## src/rtl/mf3_pkg.sv

```systemverilog
`default_nettype none

package mf3_pkg;

    localparam int DEF_MAX_WIDTH    = 2048;
    localparam int DEF_PIXEL_BITS   = 8;

    localparam int WIN_TAPS         = 9;
    localparam int MID_RANK         = 4;
    localparam int WIN_HIST         = 6;

    localparam int CFG_BITS         = 12;
    localparam int CFG_IDX_BITS     = 1;
    localparam int COORD_BITS       = 11;

    localparam int MIN_SIZE         = 3;
    localparam int MAX_HEIGHT       = 2048;
    localparam int DEF_IMAGE_WIDTH  = 640;
    localparam int DEF_IMAGE_HEIGHT = 480;

    // power of two, pointers wrap on their own
    localparam int QUEUE_DEPTH      = 4;

    typedef enum logic [CFG_IDX_BITS-1:0] {
        CFG_IMAGE_WIDTH  = 1'b0,
        CFG_IMAGE_HEIGHT = 1'b1
    } t_cfg_reg;

    typedef struct packed {
        logic [COORD_BITS-1:0] center_column;
        logic [COORD_BITS-1:0] center_row;
        logic                  frame_last;
    } t_center;

endpackage

`default_nettype wire

```

## src/rtl/mf3_if.sv

```systemverilog
`default_nettype none


interface mf3_win_if #(parameter int PIXEL_BITS = 8);
    import mf3_pkg::*;
    logic                                  valid;
    logic                                  ready;
    logic [WIN_TAPS-1:0][PIXEL_BITS-1:0]   window;
    t_center                               center;

    modport source (output valid, output window, output center, input ready);
    modport sink   (input valid, input window, input center, output ready);
endinterface

`default_nettype wire

```

## src/rtl/mf3_queue.sv

```systemverilog
`default_nettype none

module mf3_queue
    import mf3_pkg::*;
#(
    parameter int PIXEL_BITS = DEF_PIXEL_BITS
) (
    input  logic       i_clk,
    input  logic       i_rst_n,
    mf3_win_if.sink    i_win,
    mf3_win_if.source  o_win
);

    localparam int QP = $clog2(QUEUE_DEPTH);

    logic [WIN_TAPS-1:0][PIXEL_BITS-1:0] r_win_slot [QUEUE_DEPTH];
    t_center                             r_ctr_slot [QUEUE_DEPTH];
    logic [QP-1:0]                       r_wr_ptr;
    logic [QP-1:0]                       r_rd_ptr;
    logic [QP:0]                         r_count;
    logic                                push;
    logic                                pop;

    assign i_win.ready  = (r_count != (QP + 1)'(QUEUE_DEPTH));
    assign o_win.valid  = (r_count != '0);
    assign o_win.window = r_win_slot[r_rd_ptr];
    assign o_win.center = r_ctr_slot[r_rd_ptr];

    assign push = i_win.valid && i_win.ready;
    assign pop  = o_win.valid && o_win.ready;

    always_ff @(posedge i_clk) begin
        if (push) begin
            r_win_slot[r_wr_ptr] <= i_win.window;
            r_ctr_slot[r_wr_ptr] <= i_win.center;
        end
    end

    always_ff @(posedge i_clk) begin
        if (!i_rst_n) begin
            r_wr_ptr <= '0;
            r_rd_ptr <= '0;
            r_count  <= '0;
        end else begin
            if (push) begin
                r_wr_ptr <= r_wr_ptr + QP'(1);
            end
            if (pop) begin
                r_rd_ptr <= r_rd_ptr + QP'(1);
            end
            case ({push, pop})
                2'b10:   r_count <= r_count + (QP + 1)'(1);
                2'b01:   r_count <= r_count - (QP + 1)'(1);
                default: r_count <= r_count;
            endcase
        end
    end

endmodule

`default_nettype wire

```

## src/flat_wrapper.sv

```systemverilog
// flat-port wrapper written by rule: the top's interface ports become plain ports
module mf3_queue_flat import mf3_pkg::*;
#(
    parameter int PIXEL_BITS = DEF_PIXEL_BITS
)
  (i_clk, i_rst_n, i_win_valid, i_win_window, i_win_center, i_win_ready, o_win_valid, o_win_window, o_win_center, o_win_ready);
  mf3_win_if #(.PIXEL_BITS(PIXEL_BITS)) i_win_i ();
  mf3_win_if #(.PIXEL_BITS(PIXEL_BITS)) o_win_i ();
  input  logic i_clk;
  input  logic i_rst_n;
  input wire logic [$bits(i_win_i.valid)-1:0] i_win_valid;
  input wire logic [$bits(i_win_i.window)-1:0] i_win_window;
  input wire logic [$bits(i_win_i.center)-1:0] i_win_center;
  output wire logic [$bits(i_win_i.ready)-1:0] i_win_ready;
  output wire logic [$bits(o_win_i.valid)-1:0] o_win_valid;
  output wire logic [$bits(o_win_i.window)-1:0] o_win_window;
  output wire logic [$bits(o_win_i.center)-1:0] o_win_center;
  input wire logic [$bits(o_win_i.ready)-1:0] o_win_ready;
  assign i_win_i.valid = i_win_valid;
  assign i_win_i.window = i_win_window;
  assign i_win_i.center = i_win_center;
  assign i_win_ready = i_win_i.ready;
  assign o_win_valid = o_win_i.valid;
  assign o_win_window = o_win_i.window;
  assign o_win_center = o_win_i.center;
  assign o_win_i.ready = o_win_ready;
  mf3_queue #(.PIXEL_BITS(PIXEL_BITS)) u_core (.i_clk(i_clk), .i_rst_n(i_rst_n), .i_win(i_win_i), .o_win(o_win_i));
endmodule
```

## config.mk

```make
export PLATFORM = sky130hd
export DESIGN_NAME = mf3_queue_flat
export DESIGN_NICKNAME = d
export VERILOG_FILES = /design/src/rtl/mf3_pkg.sv /design/src/rtl/mf3_if.sv /design/src/rtl/mf3_queue.sv /design/src/flat_wrapper.sv
export SDC_FILE = /design/constraint.sdc
export NUM_CORES = 1
export LEC_CHECK = 0
export ABC_AREA = 1
export BUFFER_PORTS_ARGS = -buffer_cell sky130_fd_sc_hd__buf_2
export CAP_MARGIN = 15
export CELL_PAD_IN_SITES_DETAIL_PLACEMENT = 1
export CELL_PAD_IN_SITES_GLOBAL_PLACEMENT = 1
export CORE_ASPECT_RATIO = 1.5
export CORE_MARGIN = 4
export CORE_UTILIZATION = 50
export DETAILED_ROUTE_END_ITERATION = 8
export GPL_ROUTABILITY_DRIVEN = 0
export GPL_TIMING_DRIVEN = 0
export PLACE_DENSITY = 0.93
export REMOVE_ABC_BUFFERS = 1
export SLEW_MARGIN = 20
export SYNTH_ARGS = -nofsm -noshare
export SYNTH_HDL_FRONTEND = slang
export SYNTH_SLANG_ARGS = --single-unit
```

## constraint.sdc

```tcl
create_clock -name i_clk -period 14.1 [get_ports i_clk]
set_input_delay 0.705 -clock i_clk [delete_from_list [all_inputs] [get_ports i_clk]]
set_output_delay 0.705 -clock i_clk [all_outputs]
set_load 0.01 [all_outputs]
```

==> reports/qor.yml, run 1 <==
r2r-start: "u_core.r_count[0]"
cts_hold_buf: 0
route.vias.total: 8973
crit_chain: "buf_16, inv_8, o21ai_0, o22ai_1, buf_2"
finalClockSkew_ns: 0.0170
wl_per_cell_um: 23.5
syn_avg_cell_area_um2: 14.7
via_per_inst: 5.59
final.period_utilization: 0.263
drc: 0
intPower_w: 0.00210
cpPeakStageDelay_ns: 0.72
die_x_um: 147
ant_nets: 0
first_global_vias: 10200
ctsResizeCount: 0
ys_ff_latch: 389
drt_pass1_iterations: 5
cp-start-kind: "register"
setup_viol: 0
fin_crit_ns: 3.70
cts_max_level: 2
root_buffer: "clkbuf_16"
critPathCapture: "o_win_center[14]"
worst_pin_slew_ns: 1.03
synth-simple-area-share: 0.0572
highest-signal-layer: "met5"
cp.arrival_ns: 3.00
netlist.top_cell.by_area: "edfxtp_1"
post_cts_buffers: 0
path_clk_slew_ns: 0.07
rrSetupSlack_ns: 11.71
max-vdd-ir-drop_mv: 0.124
p_sw_frac: 0.303
synth_mux_area_frac: 0
cap_viol_max_count: 0
clk_latency_ns: 0.52
max-slew-margin-rel: 0.313
die_y_um: 217
synth_adder_area_share: 0.00568
io_pins: 196
p_sw_w: 0.000912
wl_met2_mm: 21.2
dieArea_um2: 31900
pwr-share-comb: 0.238
fillers: 2775
slowest_stage: "inv_8"
rows: 76
grt_first_pass_wirelength_mm: 57.2
maxSlewViolCount: 0
core_um2: 28700
crit_required_ns: 13.40
cts_sinks: 389
synthTopCellsByArea: "edfxtp_1, o21ai_0, nor2_1"
r2r_cells: 8
tritoncts: "built"
synth_seq_area_share: 0.797
synth-compound-area-share: 0.109
cts_made_buffers: 36
synthDominantCellAreaShare: 0.785
nets: 1288
synth_warnings: 0
yosysUniqueCellTypes: 20
wl_mm: 37.8
synth_top_family_by_area: "compound AO/OA/AOI/OAI gates"
synth_xor_area_frac: 0
drive_gt1_frac: 0.224
rsz0062_at_grt: "false"
crit_type: "register to primary output"
overflow: 0
dp_hpwl_mm: 24.1
timing.rr.end: "u_core.r_win_slot[2][40]"
antenna_found_initial: 10
wl_met3_mm: 1.44
worstSetupEndpointType: "primary output"
area_growth_syn_to_layout_pct: 19.4
dp_slack_ns: 10.97
seq_power_share: 0.474
track_usage: 0.233
initial_utilization: 0.506
grt_start_max_net_pins: 191
clockPowerShare: 0.288
synth_area_um2: 14500
drt-met1-wl_mm: 13.4
fin_ws_ns: 10.40
synth_cells: 986
cp_max_fo: 190
hold_viol: 0
port_buffers: 195
cts_buffer_depth: 3
status: "finished, final reports clean"
first_iter_violations: 506
power_density_nw_per_um2: 173
hold_path_class: "primary input to register"
leakagePower_nw: 6.04
hp-start: "i_win_window[59]"
fin_tns_setup_ns: 0
fmax_mhz: 270
==> metrics by stage <==
stage               std cells   util  power, W  cell area, um2  hold slack, ns
floorplan                 925      -   0.00181           14200           0.462
global placement         1510  0.544   0.00211           15600           0.487
detailed placement       1535  0.568   0.00218           16300           0.508
CTS                      1596  0.604   0.00305           17300           0.372
global route             1605  0.605   0.00316           17400           0.384
finish                   1605  0.605   0.00301           17400           0.403
==> registers in the layout, indices dropped and copies added, names as in the netlist, named ones only <==
register           cells
u_core.r_win_slot    288
u_core.r_ctr_slot     92
u_core.r_count         3
u_core.r_rd_ptr        2
u_core.r_wr_ptr        2
==> layout make-up <==
cell class	instances	area (um2)	area share
tap	390	488	0.0281
sequential	389	11600	0.668
multi-input combinational	518	2520	0.145
clock buffer	47	963	0.0555
timing repair buffer	220	1630	0.0937
inverter	18	80.1	0.00461
antenna	9	22.5	0.00130
clock inverter	14	61.3	0.00353
==> worst min path at each step <==
| stage | to | slack [ns] | cells after the start |
|---|---|---|---|
| 3_3_place_gp | u_core.r_rd_ptr[1] | 0.49 | 2 |
| 2_1_floorplan | register | 0.46 | 2 |
| 5_1_grt | u_core.r_ctr_slot[2][1] | 0.38 | 1 |
| 4_1_cts | u_core.r_win_slot[3][47] | 0.37 | 1 |
| 3_5_place_dp | register | 0.51 | 2 |
| 6_report | u_core.r_win_slot[1][59] | 0.40 | 1 |
==> critical path, delay by kind of cell, from the launching register on <==
| kind | cells | cell delay, ns |
|---|---|---|
| compound gates | 2 | 0.52 |
| flops | 1 | 0.58 |
| buf+inv | 3 | 1.25 |
==> layer usage <==
metal / GRT usage / vias up
li1: - / 4103
met1: 0.245 / 4557
met2: 0.449 / 228
met3: 0.0408 / 81
met4: 0.104 / 4
met5: 0 / -
==> placed cells by master (no fill, tap or decap), drive strengths merged <==
cell type  instances
clkinvlp           1
o21ai            192
clkinv            13
nor2             200
nand3              5
dfxtp              9
edfxtp           380
ha                 5
fa                 1
o22ai             95
diode              9
buf              220
clkbuf            47
a21oi              5
inv               18
nand2             15
==> kinds of logic (layout without fill, tap and decap cells) <==
group | count (synthesis) | after routing
flops | 389 | 389
compound gates | 292 | 292
simple gates | 220 | 220
buf+inv | 79 | 299
other cells | 0 | 9
fa+ha+maj | 6 | 6
==> Yosys cell counts, drive strengths merged <==
library cell	n
dfxtp	9
clkbuf	26
nand3	5
fa	1
o21ai	192
edfxtp	380
buf	35
inv	18
nor2	200
ha	5
nand2	15
a21oi	5
o22ai	95
==> power by group through the flow <==
stage / logic, W / clock network (W) / registers (W)
finish: 0.000717 / 0.000866 / 0.00143
global route: 0.000784 / 0.000941 / 0.00144
CTS: 0.000730 / 0.000887 / 0.00143
detailed placement: 0.000723 / 0 / 0.00145
global placement: 0.000604 / 0 / 0.00151
floorplan: 0.000345 / 0 / 0.00146
Power figures use the tool's default switching activity.
==> run 2, diff against run 1 <==
- CORE_UTILIZATION: 50 -> 43
- PLACE_DENSITY: 0.93 -> 0.86
- clock period: 14.1 -> 3.3 ns (I/O delays scaled with it)
==> run 2 against run 1 <==
Wire length is 9.3% higher. Clock skew up 0.0028 ns. Non-clock buffer count rose by 98. Die area increased by 16%. Sequential power grew to 4.2 times the previous value. Core utilization is 5.1 points lower. Register-to-register slack got worse by 11 ns. First-iteration DRC count shrank 9.7%. Critical path type unchanged. Critical endpoint is now o_win_window[6]. Largest power group unchanged.
==> reports/qor.yml, run 2 (synthesized netlist as in run 1, its figures left out) <==
fin_util: 0.553
fmax_mhz: 346
drive_gt1_frac: 0.213
cts_max_level: 2
max-vdd-ir-drop_mv: 0.516
crit_type: "register to primary output"
fin_crit_ns: 2.89
cts_buffer_depth: 3
dp_slack_ns: 0.990
drt_pass1_iterations: 5
initial_utilization: 0.435
r2r_cells: 12
largest_register: "u_core.r_win_slot"
fin_ws_ns: 0.411
worstHoldPathCells: 3
die_y_um: 233
final_common_cell: "edfxtp_1"
leakagePower_nw: 6.52
route.vias.total: 9542
fillers: 3199
wl_mm: 41.3
rows: 82
wl_per_cell_um: 23.9
finalClockSkew_ns: 0.0198
dp_hpwl_mm: 23.3
worst_pin_slew_ns: 1.03
r2r-start: "u_core.r_count[1]"
antenna_found_initial: 6
layout_common_cells: "edfxtp_1, nor2_1, buf_2"
track_usage: 0.220
grt_first_pass_wirelength_mm: 61.1
hold_path_class: "primary input to register"
final.period_utilization: 0.875
area_growth_syn_to_layout_pct: 27.3
path_clk_slew_ns: 0.06
clk_latency_ns: 0.52
max-slew-margin-rel: 0.312
cp-start-kind: "register"
cp.arrival_ns: 2.72
dieArea_um2: 36900
io_pins: 196
whs_ns: 0.0367
nets: 1386
cap_viol_max_count: 0
maxSlewViolCount: 0
crit_required_ns: 3.13
core_um2: 33400
largest_reg_flops: 288
grt_start_max_net_pins: 191
port_buffers: 195
drc: 0
ctsResizeCount: 0
cp_max_fo: 190
cts_made_buffers: 36
first_iter_violations: 457
via_per_inst: 5.51
setup_viol: 0
die_x_um: 158
biggestRegsByFlops: "u_core.r_win_slot: 288 flops, u_core.r_ctr_slot: 92 flops, u_core.r_count: 3 flops"
power_density_nw_per_um2: 735
status: "finished, final reports clean"
ant_nets: 0
rsz0062_at_grt: "false"
root_buffer: "clkbuf_16"
tritoncts: "built"
first_global_vias: 10500
rrSetupSlack_ns: 0.75
cts_sinks: 389
timing.rr.end: "u_core.r_count[2]"
overflow: 0
hp-start: "o_win_ready"
hold_viol: 0
worstSetupEndpointType: "primary output"
==> run 2: worst max path at each step <==
stage | depth (start not counted) | endpoint
after floorplan | 4 | u_core.r_ctr_slot[0][0]
after global placement | 4 | u_core.r_win_slot[3][27]
after global routing | 5 | o_win_window[6]
final | 5 | o_win_window[6]
after CTS | 5 | o_win_window[28]
after detailed placement | 7 | u_core.r_win_slot[0][27]
==> run 2: area by class of cell <==
| cell class | instances | area [um2] | share of cell area |
|---|---|---|---|
| Tap cell | 420 | 526 | 0.0284 |
| Sequential cell | 389 | 11600 | 0.627 |
| Clock inverter | 19 | 243 | 0.0131 |
| Multi-Input combinational cell | 518 | 2520 | 0.136 |
| Clock buffer | 43 | 948 | 0.0512 |
| Timing Repair Buffer | 318 | 2570 | 0.139 |
| Inverter | 18 | 80.1 | 0.00433 |
| Antenna cell | 6 | 15.0 | 0.000811 |
==> run 2: worst max-delay path, cell delays in order (launching register included) <==
cell and delay [ns]:
dfxtp_4 0.38, buf_16 0.22, inv_8 0.76, o21ai_0 0.27
o22ai_1 0.29, buf_2 0.19
==> run 2: power breakdown <==
group          internal (W)  total (W)  switching (W)
combinational       0.00114    0.00333        0.00219
clock               0.00252    0.00426        0.00174
sequential          0.00586    0.00602       0.000155
total               0.00953     0.0136        0.00408
==> run 2: per-stage QoR <==
step / setup TNS, ns / cell area, um2 / std cells / power (W)
finish: 0 / 18500 / 1731 / 0.0136
global route: 0 / 18500 / 1730 / 0.0142
CTS: 0 / 18500 / 1725 / 0.0136
detailed placement: 0 / 16300 / 1566 / 0.00929
global placement: -2549.26 / 15700 / 1540 / 0.00905
floorplan: -874.32 / 14200 / 925 / 0.00772
==> run 2: metal layers <==
layer  share of wire  wire (um)  vias up  track usage
met2            0.55      22700      261        0.413
met3           0.034       1420      122       0.0332
met4           0.052       2160        0        0.107
met1            0.36      15000     4847        0.238
li1                -          -     4312            -
met5               0          0        -            0
==> run 2: repair_timing <==
item / in CTS / in global routing
buffers inserted: 0 / 0
hold buffers: 97 / 0
hold endpoints to repair: 389 / 0
==> run 3, diff against run 2 <==
- CORE_ASPECT_RATIO: 1.5 -> default
==> run 3 against run 2 <==
Combinational power decreased by 5%. Largest cell class unchanged. Clock skew increased by 0.0038 ns. Sequential share of layout area decreased by 0.23 points. Highest routed layer unchanged. Register-to-register slack improved by 0.12 ns. Via count increased by 0.13%.
==> reports/qor.yml, run 3 (synthesized netlist as in run 1, its figures left out) <==
max-slew-margin-rel: 0.477
power.total_w: 0.0137
dieArea_um2: 36800
fin_crit_ns: 2.90
hp-start: "i_win_window[12]"
place_area_um2: 16300
biggestRegsByFlops: "u_core.r_win_slot: 288 flops, u_core.r_ctr_slot: 92 flops, u_core.r_count: 3 flops"
initial_utilization: 0.435
nets: 1391
grt_first_pass_wirelength_mm: 61.0
crit_chain: "buf_16, inv_12, o21ai_0, o22ai_1, buf_2"
die_x_um: 192
wl_mm: 40.1
ant_nets: 0
overflow: 0
cp-start-kind: "register"
via_per_inst: 5.42
clk_latency_ns: 0.55
gr-max-usage-layer: "met2"
rows: 67
max-vdd-ir-drop_mv: 0.590
met2_usage: 0.391
crit_family: "buffers and inverters"
drive_gt1_frac: 0.214
setup_viol: 0
placedCellCount: 1593
area_growth_syn_to_layout_pct: 27.7
r2r-start: "u_core.r_count[1]"
met1_usage: 0.262
final_common_cell: "edfxtp_1"
power_density_nw_per_um2: 738
first_global_vias: 10600
layout.cells.non_filler: 1764
port_buffers: 195
dp_slack_ns: 0.809
cts_buffer_depth: 3
cts_max_level: 2
worstSetupEndpointType: "primary output"
route.vias.total: 9554
final.period_utilization: 0.877
rsz0062_at_grt: "false"
cp_max_fo: 190
crit_type: "register to primary output"
core_um2: 33400
drt_pass1_iterations: 5
fmax_mhz: 345
maxSlewViolCount: 0
cts_made_buffers: 41
status: "finished, final reports clean"
hold_path_class: "primary input to register"
path_clk_slew_ns: 0.06
antenna_found_initial: 2
tritoncts: "built"
wl_per_cell_um: 22.7
cts_sinks: 389
leakagePower_nw: 6.54
largest_reg_flops: 288
track_usage: 0.216
path_buf_inv: 3
whs_ns: 0.369
slowest_stage: "inv_12"
drc: 0
io_pins: 196
dp_hpwl_mm: 22.4
finalInstanceArea_um2: 18600
finalClockSkew_ns: 0.0236
crit_required_ns: 3.13
rrSetupSlack_ns: 0.87
hold_viol: 0
cpPeakStageDelay_ns: 0.55
worst_pin_slew_ns: 0.784
first_iter_violations: 547
die_y_um: 192
grt_start_max_net_pins: 191
cap_viol_max_count: 0
largest_register: "u_core.r_win_slot"
cp.arrival_ns: 2.73
root_buffer: "clkbuf_16"
layout_common_cells: "edfxtp_1, nor2_1, buf_2"
fin_ws_ns: 0.405
grt.met3_usage: 0.0445
==> run 3: final cells by class <==
class                           instances  area [um2]
Fill cell                            3195       14900
Clock buffer                           54        1070
Antenna cell                            2        5.00
Sequential cell                       389       11600
Timing Repair Buffer                  318        2540
Multi-Input combinational cell        518        2520
Inverter                               18        82.6
Clock inverter                         17         188
Tap cell                              448         561
==> run 3: repair_timing <==
| action | CTS | global route |
|---|---|---|
| buffers inserted | 0 | 0 |
| hold endpoints to repair | 389 | 0 |
| gates resized for setup | 0 | 2 |
| setup endpoints to repair | 0 | 1 |
| hold buffers | 98 | 0 |
==> run 3: worst reg2reg max path: stages, from the launching register on <==
cell,delay [ns]
dfxtp_1,0.35
nor2_1,0.07
nand2_1,0.11
nand2_1,0.31
nor2_4,0.61
buf_16,0.23
buf_12,0.20
buf_12,0.23
==> run 3: report_power, final <==
| group | internal, W | leakage, nW | switching (W) |
|---|---|---|---|
| Sequential | 0.00587 | 3.56 | 0.000201 |
| Combinational | 0.00111 | 2.37 | 0.00208 |
| Clock | 0.00260 | 0.609 | 0.00185 |
==> run 3: worst paths after layout <==
kind,end,depth (start not counted)
max reg2reg,u_core.r_ctr_slot[2][2],7
max,o_win_window[8],5
min,u_core.r_win_slot[0][12],2
min reg2reg,register,2
==> run 3: metrics by stage <==
| step | utilization | TNS, ns |
|---|---|---|
| final | 0.555 | 0 |
| after global routing | 0.555 | 0 |
| after CTS | 0.555 | 0 |
| after detailed placement | 0.488 | 0 |
| after global placement | 0.469 | -2563.24 |
| after floorplan | - | -874.32 |
==> run 3: per-layer routing <==
layer	vias to the layer above	share of wire	routed length, um
li1	4321	-	-
met1	4895	0.40	16000
met2	284	0.53	21200
met3	54	0.055	2220
met4	0	0.018	709
met5	-	0	0
