File: src/rtl/mf3_pkg.sv
`default_nettype none

package mf3_pkg;

    localparam int DEF_MAX_WIDTH    = 2048;
    localparam int DEF_PIXEL_BITS   = 8;

    localparam int WIN_TAPS         = 9;
    localparam int MID_RANK         = 4;
    localparam int WIN_HIST         = 6;

    localparam int CFG_BITS         = 12;
    localparam int CFG_IDX_BITS     = 1;
    localparam int COORD_BITS       = 11;

    localparam int MIN_SIZE         = 3;
    localparam int MAX_HEIGHT       = 2048;
    localparam int DEF_IMAGE_WIDTH  = 640;
    localparam int DEF_IMAGE_HEIGHT = 480;

    // power of two, pointers wrap on their own
    localparam int QUEUE_DEPTH      = 4;

    typedef enum logic [CFG_IDX_BITS-1:0] {
        CFG_IMAGE_WIDTH  = 1'b0,
        CFG_IMAGE_HEIGHT = 1'b1
    } t_cfg_reg;

    typedef struct packed {
        logic [COORD_BITS-1:0] center_column;
        logic [COORD_BITS-1:0] center_row;
        logic                  frame_last;
    } t_center;

endpackage

`default_nettype wire

File: src/rtl/mf3_if.sv
`default_nettype none


interface mf3_res_if #(parameter int PIXEL_BITS = 8);
    logic                  valid;
    logic                  ready;
    logic [PIXEL_BITS-1:0] median_value;
    logic [10:0]           center_column;
    logic [10:0]           center_row;
    logic                  frame_last;

    modport source (output valid, output median_value, output center_column,
                    output center_row, output frame_last, input ready);
    modport sink   (input valid, input median_value, input center_column,
                    input center_row, input frame_last, output ready);
endinterface


interface mf3_win_if #(parameter int PIXEL_BITS = 8);
    import mf3_pkg::*;
    logic                                  valid;
    logic                                  ready;
    logic [WIN_TAPS-1:0][PIXEL_BITS-1:0]   window;
    t_center                               center;

    modport source (output valid, output window, output center, input ready);
    modport sink   (input valid, input window, input center, output ready);
endinterface

`default_nettype wire

File: src/rtl/mf3_back.sv
`default_nettype none

module mf3_back
    import mf3_pkg::*;
#(
    parameter int PIXEL_BITS = DEF_PIXEL_BITS
) (
    input  logic       i_clk,
    input  logic       i_rst_n,
    mf3_win_if.sink    i_win,
    mf3_res_if.source  o_res
);

    logic                  advance;
    logic                  r_v1;
    logic                  r_v2;
    logic                  r_v3;
    logic [PIXEL_BITS-1:0] r_p1 [WIN_TAPS];
    logic [PIXEL_BITS-1:0] r_p2 [WIN_TAPS];
    logic [PIXEL_BITS-1:0] r_med;
    t_center               r_c1;
    t_center               r_c2;
    t_center               r_c3;
    logic [PIXEL_BITS-1:0] n_p1 [WIN_TAPS];
    logic [PIXEL_BITS-1:0] n_p2 [WIN_TAPS];
    logic [PIXEL_BITS-1:0] n_med;

    // {min, max}
    function automatic logic [2*PIXEL_BITS-1:0] sort2(input logic [PIXEL_BITS-1:0] a,
                                                       input logic [PIXEL_BITS-1:0] b);
        return (a > b) ? {b, a} : {a, b};
    endfunction

    // exchange network for the fifth of nine, three layers per stage
    always_comb begin
        for (int i = 0; i < WIN_TAPS; i++) begin
            n_p1[i] = i_win.window[i];
        end
        {n_p1[1], n_p1[2]} = sort2(n_p1[1], n_p1[2]);
        {n_p1[4], n_p1[5]} = sort2(n_p1[4], n_p1[5]);
        {n_p1[7], n_p1[8]} = sort2(n_p1[7], n_p1[8]);
        {n_p1[0], n_p1[1]} = sort2(n_p1[0], n_p1[1]);
        {n_p1[3], n_p1[4]} = sort2(n_p1[3], n_p1[4]);
        {n_p1[6], n_p1[7]} = sort2(n_p1[6], n_p1[7]);
        {n_p1[1], n_p1[2]} = sort2(n_p1[1], n_p1[2]);
        {n_p1[4], n_p1[5]} = sort2(n_p1[4], n_p1[5]);
        {n_p1[7], n_p1[8]} = sort2(n_p1[7], n_p1[8]);
    end

    always_comb begin
        for (int i = 0; i < WIN_TAPS; i++) begin
            n_p2[i] = r_p1[i];
        end
        {n_p2[0], n_p2[3]} = sort2(n_p2[0], n_p2[3]);
        {n_p2[5], n_p2[8]} = sort2(n_p2[5], n_p2[8]);
        {n_p2[4], n_p2[7]} = sort2(n_p2[4], n_p2[7]);
        {n_p2[3], n_p2[6]} = sort2(n_p2[3], n_p2[6]);
        {n_p2[1], n_p2[4]} = sort2(n_p2[1], n_p2[4]);
        {n_p2[2], n_p2[5]} = sort2(n_p2[2], n_p2[5]);
        {n_p2[4], n_p2[7]} = sort2(n_p2[4], n_p2[7]);
    end

    always_comb begin
        logic [PIXEL_BITS-1:0] a2;
        logic [PIXEL_BITS-1:0] a4;
        logic [PIXEL_BITS-1:0] a6;
        a2 = r_p2[2];
        a4 = r_p2[MID_RANK];
        a6 = r_p2[6];
        {a4, a2} = sort2(a4, a2);
        {a6, a4} = sort2(a6, a4);
        {a4, a2} = sort2(a4, a2);
        n_med = a4;
    end

    // all stages move together, the last one is the output register
    assign advance     = !r_v3 || o_res.ready;
    assign i_win.ready = advance;

    always_ff @(posedge i_clk) begin
        if (!i_rst_n) begin
            r_v1 <= 1'b0;
            r_v2 <= 1'b0;
            r_v3 <= 1'b0;
        end else if (advance) begin
            r_v1 <= i_win.valid;
            r_v2 <= r_v1;
            r_v3 <= r_v2;
        end
    end

    always_ff @(posedge i_clk) begin
        if (advance) begin
            for (int i = 0; i < WIN_TAPS; i++) begin
                r_p1[i] <= n_p1[i];
                r_p2[i] <= n_p2[i];
            end
            r_med <= n_med;
            r_c1  <= i_win.center;
            r_c2  <= r_c1;
            r_c3  <= r_c2;
        end
    end

    assign o_res.valid         = r_v3;
    assign o_res.median_value  = r_med;
    assign o_res.center_column = r_c3.center_column;
    assign o_res.center_row    = r_c3.center_row;
    assign o_res.frame_last    = r_c3.frame_last;

endmodule

`default_nettype wire

File: src/flat_wrapper.sv
// flat-port wrapper written by rule: the top's interface ports become plain ports
module mf3_back_flat import mf3_pkg::*;
#(
    parameter int PIXEL_BITS = DEF_PIXEL_BITS
)
  (i_clk, i_rst_n, i_win_valid, i_win_window, i_win_center, i_win_ready, o_res_valid, o_res_median_value, o_res_center_column, o_res_center_row, o_res_frame_last, o_res_ready);
  mf3_win_if #(.PIXEL_BITS(PIXEL_BITS)) i_win_i ();
  mf3_res_if #(.PIXEL_BITS(PIXEL_BITS)) o_res_i ();
  input  logic i_clk;
  input  logic i_rst_n;
  input wire logic [$bits(i_win_i.valid)-1:0] i_win_valid;
  input wire logic [$bits(i_win_i.window)-1:0] i_win_window;
  input wire logic [$bits(i_win_i.center)-1:0] i_win_center;
  output wire logic [$bits(i_win_i.ready)-1:0] i_win_ready;
  output wire logic [$bits(o_res_i.valid)-1:0] o_res_valid;
  output wire logic [$bits(o_res_i.median_value)-1:0] o_res_median_value;
  output wire logic [$bits(o_res_i.center_column)-1:0] o_res_center_column;
  output wire logic [$bits(o_res_i.center_row)-1:0] o_res_center_row;
  output wire logic [$bits(o_res_i.frame_last)-1:0] o_res_frame_last;
  input wire logic [$bits(o_res_i.ready)-1:0] o_res_ready;
  assign i_win_i.valid = i_win_valid;
  assign i_win_i.window = i_win_window;
  assign i_win_i.center = i_win_center;
  assign i_win_ready = i_win_i.ready;
  assign o_res_valid = o_res_i.valid;
  assign o_res_median_value = o_res_i.median_value;
  assign o_res_center_column = o_res_i.center_column;
  assign o_res_center_row = o_res_i.center_row;
  assign o_res_frame_last = o_res_i.frame_last;
  assign o_res_i.ready = o_res_ready;
  mf3_back #(.PIXEL_BITS(PIXEL_BITS)) u_core (.i_clk(i_clk), .i_rst_n(i_rst_n), .i_win(i_win_i), .o_res(o_res_i));
endmodule
File: config.mk
export PLATFORM = sky130hd
export DESIGN_NAME = mf3_back_flat
export DESIGN_NICKNAME = d
export VERILOG_FILES = /design/src/rtl/mf3_pkg.sv /design/src/rtl/mf3_if.sv /design/src/rtl/mf3_back.sv /design/src/flat_wrapper.sv
export SDC_FILE = /design/constraint.sdc
export NUM_CORES = 1
export LEC_CHECK = 0
export ABC_AREA = 0
export BUFFER_PORTS_ARGS = -buffer_cell sky130_fd_sc_hd__buf_2
export CORE_MARGIN = 5
export CORE_UTILIZATION = 40
export DETAILED_ROUTE_END_ITERATION = 10
export GPL_TIMING_DRIVEN = 1
export HOLD_SLACK_MARGIN = 0.02
export MAX_ROUTING_LAYER = met4
export PLACE_DENSITY = 0.57
export SKIP_CTS_REPAIR_TIMING = 1
export SLEW_MARGIN = 20
export SYNTH_ARGS = -nofsm -noshare
export SYNTH_HDL_FRONTEND = slang
export SYNTH_SLANG_ARGS = --single-unit
File: constraint.sdc
create_clock -name i_clk -period 6.4 [get_ports i_clk]
set_input_delay 0.64 -clock i_clk [delete_from_list [all_inputs] [get_ports i_clk]]
set_output_delay 0.64 -clock i_clk [all_outputs]
set_load 0.03 [all_outputs]
==> implementation parameters, run 1 <==
Parameter                              Value

Run status
  Run status ... complete, no violations

Die
  Die Area ... 35,400 um^2
  Initial Util ... 40.4%
  Number of placement rows ... between 60 and 70
  Placeable core region ... between 30,000 and 40,000 um^2
  Vertical die dimension ... 188 um
  Width of the chip ... about 190 um
  Count of pins on the block boundary ... approximately 130

STA
  Fin crit period ... around 6 ns
  Hold Fails Final Rpt ... 0
  Tightest Pin Transition ... a little over 0.9 ns
  Maximum clock rate ... around 0.17 GHz
  Worst-case hold slack ... around 0.37 ns
  Total negative slack ... 0 ns
  Final Setup Violations ... 0
  Worst slew margin ... 38.6%
  Worst setup skew after layout ... ~0.013 ns
  Total count of max-transition violations in the final report ... 0
  RSZ-0062 raised after global routing ... false
  Post-route clock period utilization ... between 90% and 100%

GRT
  Number of global-route vias before repair ... roughly 10k
  Overflow left after global routing ... 0
  Wire length of the first global-routing pass ... between 50 and 60 mm
  GRT Total Usage ... 18.7%
  Pin count of the biggest net entering global routing ... 67
  Antenna violations before repair ... 0

CTS
  Clock-pin transition on the worst setup and hold timing paths ... about 0.08 ns
  Sink count of the clock tree ... between 150 and 200
  H-Tree Depth ... 4
  Clock buffer count from CTS ... 17
  CTS tree ... yes
  Number of buffers on the longest clock path ... 2
  Clock tree root driver cell ... clkbuf_16
  Clk_lat worst skew ... between 0.4 and 0.5 ns

Critical path
  Startpoint kind of the worst setup timing path ... primary input
  Source of the worst register-to-register timing path ... u_core.r_p1[0][60]
  Destination of the worst register-to-register timing path ... u_core.r_p2[4][2]
  Critical path data required time ... between 6 and 7 ns
  Kind of end point of the critical path ... flip-flop
  Largest driver fanout on the critical path ... 14
  Arr. time, crit path ... between 6 and 7 ns
  Worst setup path category ... in -> reg
  Cell with the largest stage delay on the worst path ... a41o_1
  Most common cell on crit path ... a21oi_1
  Critical path's largest stage delay ... around 0.40 ns
  Worst setup path startpoint ... i_win_window[23]
  Length in cells of the worst reg-to-reg path ... 28
  Register-to-register setup slack ... approximately 0.85 ns

Hold path
  Type of the most critical hold path ... in -> reg
  Hold path cells ... 1
  Hold path endpoint ... u_core.r_c1[10]
  Min-Delay Startpoint ... i_win_center[10]

Synth
  Syn nets ... ~1.5k
  Post-synth top area share ... between 40% and 50%
  Proportion of synthesized chip area in sequential cells ... between 40 and 50%
  Yosys synthesis warning count ... 0
  Post-synthesis sequential element count ... around 180
  Cell taking the most area after synthesis ... edfxtp_1
  Instance count of the mapped netlist ... ~1.3k
  Netlist Area Pre-Place ... 12,700 um^2
  Synthesized area per cell ... about 10 um^2
  Number of flops mapped to enable cells by yosys ... between 150 and 200
  Leading post-synthesis cells by cell area ... edfxtp_1, ha_1, mux2i_1
  Post-synth ARST share ... 0%
  Post-synth cell types ... 57
  Post-synth top flop ... edfxtp_1

Cells and area
  Layout cell share with drive strength beyond 1 ... 20.2%
  Antenna Cells ... 0
  Filler cells ... just under 3k
  Area growth from synthesis to layout ... 16.7%
  # nets final ... approximately 1.7k

Placement
  Count of buffers from port buffering ... ~130
  Final HPWL DP ... 25.6 mm
  Global placer's final weighted congestion ... 0.899

Power
  Sequential fraction of design power ... 24.1%
  Highest ir drop seen on vdd ... between 400 and 500 uV
  Part of the total power dissipated in combinational logic ... 63.9%
  Static leakage ... approximately 6.6 nW
  Design internal power ... a little under 0.005 W
  Net switching power figure ... between 0.004 and 0.005 W
  Fraction of power consumed by the clock network ... 12.0%
  Total power density per cell area ... 605 nW/um^2
  Sw Ratio ... 44.9%

Drt
  Routed length per instance ... 17.5 um
  First-iteration detailed-routing DRC count ... 615
  Total wire length ... approximately 33 mm
  Router iterations before antenna repair ... 5
  Total via count after detailed routing ... ~10k
  Remaining DRCs ... 0
  DRT antenna net count ... 0
  Post-DR vias/cell ... roughly 5.5

Run
  Count of max-cap constraint violations ... 0
==> per-layer routing <==
metal  share of wire [%]  GRT usage, %  wire length (um)
met2                  48          30.8             15800
met3                 4.3          2.43              1410
met5                   0             -                 0
met1                  46          24.7             15000
met4                 1.4          4.23               443
==> synth_stat cells (8+ instances only) <==
master / count
edfxtp_1: 173
ha_1: 144
inv_1: 121
a21oi_1: 101
nand2_1: 85
nor2_1: 79
o21ai_0: 79
nand3_1: 70
mux2i_1: 56
clkbuf_1: 31
mux2_2: 28
or3_1: 27
o221a_2: 25
a21o_1: 22
o21a_1: 21
o31ai_1: 18
a31oi_1: 17
nor2b_1: 15
a22o_1: 14
a41oi_1: 14
nand4_1: 14
and3_1: 12
nand2b_1: 10
nor3_1: 10
buf_2: 9
o21ai_1: 8
o22ai_1: 8
==> cells in the final DEF, fill, tap and decap left out, types with 6 or more instances in the layout <==
master	count
buf_2	131
edfxtp_1	173
a22o_1	14
a221oi_1	6
mux2_2	28
xnor2_1	6
clkinv_8	7
o21a_1	21
nand3_1	70
o22ai_1	8
nand2_1	85
or3_1	27
nor3_1	10
a21oi_1	97
buf_4	59
a21oi_2	7
a41oi_1	14
nand4_1	14
nor2b_1	15
a31oi_1	17
o221a_2	25
clkbuf_16	17
o21ai_1	10
inv_1	120
o31ai_1	18
ha_1	144
nand2b_1	10
o21ai_0	75
nor2_1	77
a21o_1	22
mux2i_1	56
and3_1	12
==> cells by family (layout without fill, tap and decap cells) <==
family                   count (synthesis)  in the layout  synth area share [%]
XOR/XNOR                                 6              6                 0.414
buffers and inverters                  169            346                  5.20
flip-flops                             176            176                  41.4
AO/OA/AOI/OAI                          366            366                  19.1
multiplexers                            84             84                  6.89
adder cells (fa/ha/maj)                145            145                  14.3
AND/OR/NAND/NOR                        339            339                  12.8
==> critical path, delay by kind of cell <==
family	cells	cell delay [ns]
AND/OR/NAND/NOR	7	1.12
buffers and inverters	6	0.76
AO/OA/AOI/OAI	16	2.81
adder cells (fa/ha/maj)	3	0.90
==> registers in the layout, summed over array words and instances (netlist names) <==
name / flops
u_core.r_c2: 23
u_core.o_res.center_row: 11
u_core.r_p1: 72
u_core.r_v1: 1
u_core.o_res.valid: 1
u_core.r_c1: 23
u_core.r_p2: 24
u_core.o_res.frame_last: 1
u_core.r_v2: 1
u_core.o_res.center_column: 11
u_core.o_res.median_value: 8
==> how the worst max path moves through the flow <==
stage	to	slack [ns]	cells after the start
final	u_core.r_p1[0][9]	0.36	32
after global placement	u_core.r_p1[0][60]	0.03	28
after floorplan	u_core.r_p1[0][40]	0.23	30
after CTS	u_core.r_p1[0][63]	0.39	28
after detailed placement	u_core.r_p1[0][63]	-0.07	28
after global routing	u_core.r_p1[0][35]	0.01	30
==> cell type report <==
type / instances / area [um^2] / area share [%]
repair buffers: 193 / 1160 / 7.81
clock buffers: 17 / 425 / 2.87
inverters: 121 / 459 / 3.10
multi-input cells: 940 / 6820 / 46.0
well taps: 402 / 503 / 3.39
flip-flops and latches: 176 / 5260 / 35.4
clock inverters: 15 / 206 / 1.39
==> per-stage QoR <==
step	power (W)	util, %	cells	setup WS, ns	instance area [um^2]
2_1_floorplan	0.00629	-	1285	0.232	12700
3_3_place_gp	0.00772	45.0	1832	0.0261	14200
3_5_place_dp	0.00782	45.0	1832	-0.0679	14200
4_1_cts	0.00894	47.0	1864	0.392	14800
5_1_grt	0.00989	47.1	1864	0.00997	14800
6_report	0.00897	47.1	1864	0.361	14800
==> power groups by stage <==
stage | Sequential [W] | Combinational [W] | Clock (W)
2_1_floorplan | 0.00211 | 0.00418 | 0
3_3_place_gp | 0.00218 | 0.00553 | 0
3_5_place_dp | 0.00219 | 0.00563 | 0
4_1_cts | 0.00217 | 0.00567 | 0.00111
5_1_grt | 0.00220 | 0.00654 | 0.00115
6_report | 0.00216 | 0.00573 | 0.00107
(Power assumes the default switching activity.)
==> run 2, diff against run 1 <==
--- a/config.mk
+++ b/config.mk
@@ -14,6 +14,7 @@
 export HOLD_SLACK_MARGIN = 0.02
 export MAX_ROUTING_LAYER = met4
 export PLACE_DENSITY = 0.57
+export RECOVER_POWER = 25
 export SKIP_CTS_REPAIR_TIMING = 1
 export SLEW_MARGIN = 20
 export SYNTH_ARGS = -nofsm -noshare
==> run 2 against run 1 <==
Compared with the run above:
- the flow now finishes with violations (max-capacitance violations, max-slew violations)
- clock power barely moved
- wire length barely moved
- combinational power barely moved
- count of clock-buffer cells in the layout did not move
- final area barely moved
- critical endpoint unchanged
- critical path depth did not move
==> implementation parameters, run 2 (synthesized netlist as in run 1, its figures left out) <==
Parameter                              Value

Run status
  Run status ... finished, violations left
  Failing checks ... max-capacitance violations, max-slew violations

Critical path
  Most common cell on crit path ... a21oi_1
  Critical path data required time ... about 6.6 ns
  Worst Path Buf+Inv ... 6
  Largest driver fanout on the critical path ... 14
  Worst setup path category ... in -> reg
  Arr. time, crit path ... around 6.2 ns
  Register-to-register setup slack ... between 0.8 and 0.9 ns
  Kind of end point of the critical path ... flip-flop
  Critical path's largest stage delay ... around 0.4 ns
  Cell with the largest stage delay on the worst path ... a41o_1
  Startpoint kind of the worst setup timing path ... primary input
  Delay-heaviest family, CP ... compound AO/OA/AOI/OAI gates

CTS
  CTS tree ... yes
  Clock-pin transition on the worst setup and hold timing paths ... roughly 0.080 ns
  Number of buffers on the longest clock path ... 2
  H-Tree Depth ... 4
  Clk_lat worst skew ... 0.44 ns
  Sink count of the clock tree ... approximately 180
  Clock buffer count from CTS ... 17
  Clock tree root driver cell ... clkbuf_16

Die
  Count of pins on the block boundary ... approximately 130
  Width of the chip ... ~190 um
  Initial Util ... around two fifths
  Placeable core region ... ~31,000 um^2
  Vertical die dimension ... ~190 um
  Number of placement rows ... 65
  Die Area ... 35,400 um^2

GRT
  Antenna violations before repair ... 0
  Number of global-route vias before repair ... around 10k
  Pin count of the biggest net entering global routing ... 67
  Overflow left after global routing ... 0
  Wire length of the first global-routing pass ... ~52 mm
  GRT Total Usage ... between 10% and 20%

Power
  Power after layout ... ~0.009 W
  Static leakage ... 6.63 nW
  Net switching power figure ... 0.00402 W
  Part of the total power dissipated in combinational logic ... a little under two thirds
  Highest ir drop seen on vdd ... 484 uV
  Total power density per cell area ... around 610 nW/um^2
  Sw Ratio ... approximately 45%
  Sequential fraction of design power ... between 20% and 30%
  Design internal power ... between 0.004 and 0.005 W
  Fraction of power consumed by the clock network ... a little under an eighth

Drt
  Router iterations before antenna repair ... 5
  Total wire length ... ~33 mm
  DRT antenna net count ... 0
  Post-DR vias/cell ... 5.51
  Total via count after detailed routing ... 10.3k
  First-iteration detailed-routing DRC count ... 618
  Remaining DRCs ... 0
  Routed length per instance ... approximately 18 um

STA
  Worst-case hold slack ... ~0.37 ns
  Worst setup skew after layout ... approximately 0.013 ns
  Post-route clock period utilization ... a little over nine tenths
  Hold Fails Final Rpt ... 0
  Worst slew margin ... -41.7%
  RSZ-0062 raised after global routing ... false
  Total count of max-transition violations in the final report ... 53
  Fin crit period ... approximately 6.0 ns
  Maximum clock rate ... 0.166 GHz
  Tightest Pin Transition ... around 2.1 ns
  Final Setup Violations ... 0

Placement
  Final HPWL DP ... approximately 26 mm
  Global placer's final weighted congestion ... about 0.9
  Post-DP Area ... 14,200 um^2
  Count of buffers from port buffering ... roughly 130

Cells and area
  # nets final ... around 1.7k
  Layout cell share with drive strength beyond 1 ... between 20% and 30%
  Most common library cell in the layout ignoring fill and taps ... edfxtp_1
  Final design instance area without fill ... between 10,000 and 15,000 um^2
  Top Registers ... u_core.r_p1 (72), u_core.r_p2 (24)
  Max reg flops ... 72
  Filler cells ... between 2k and 3k
  Leading cell types in the layout, fill and taps excluded ... edfxtp_1, ha_1, buf_2, inv_1, a21oi_1
  Antenna Cells ... 0
  Top reg by flops ... u_core.r_p1
  Area growth from synthesis to layout ... 16.6%

Hold path
  Type of the most critical hold path ... in -> reg

Run
  Count of max-cap constraint violations ... 1
## run 2: area by class of cell
cell class	instances	area (um^2)	area share, %
clock buffer	17	425	2.87
clock inverter	15	206	1.39
inverter	121	455	3.07
multi-input combinational	940	6820	46.0
sequential	176	5260	35.5
tap	402	503	3.39
timing repair buffer	193	1160	7.80
## run 2: power groups by stage
stage	Combinational (W)	Clock [W]	Sequential, W
2_1_floorplan	0.00418	0	0.00211
4_1_cts	0.00567	0.00111	0.00217
6_report	0.00573	0.00107	0.00216
3_3_place_gp	0.00553	0	0.00218
3_5_place_dp	0.00563	0	0.00219
5_1_grt	0.00654	0.00115	0.00220
## run 2: through the flow
step	instances	setup WS (ns)	TNS [ns]	util [%]
after floorplan	1285	0.232	0	-
after global routing	1864	0.00997	0	47.1
final	1864	0.361	0	47.1
after global placement	1832	0.0261	0	45.0
after CTS	1864	0.392	0	47.0
after detailed placement	1832	-0.0679	-0.418	45.0
## run 2: worst paths after layout
kind / start / to / depth (start not counted)
setup / recovery: i_win_window[23] / u_core.r_p1[0][9] / 32
hold / removal: i_win_center[10] / u_core.r_c1[10] / 1
setup reg to reg: u_core.r_p1[0][60] / u_core.r_p2[4][2] / 28
hold reg to reg: u_core.r_c2[20] / u_core.o_res.center_column[8] / 0
## run 2: worst reg2reg max path: cells and delay by family (launching register included)
| kind | cells | cell delay (ns) |
|---|---|---|
| adder cells (fa/ha/maj) | 3 | 0.78 |
| AO/OA/AOI/OAI | 13 | 2.29 |
| AND/OR/NAND/NOR | 9 | 1.19 |
| buffers and inverters | 3 | 0.65 |
| flip-flops | 1 | 0.48 |
## run 2: layer usage
metal | global-route usage, % | vias up | share of wire [%]
li1 | - | 5179 | -
met1 | 24.7 | 4801 | 46
met2 | 30.8 | 260 | 49
met3 | 2.43 | 32 | 4.4
met4 | 4.23 | 0 | 1.3
met5 | - | - | 0
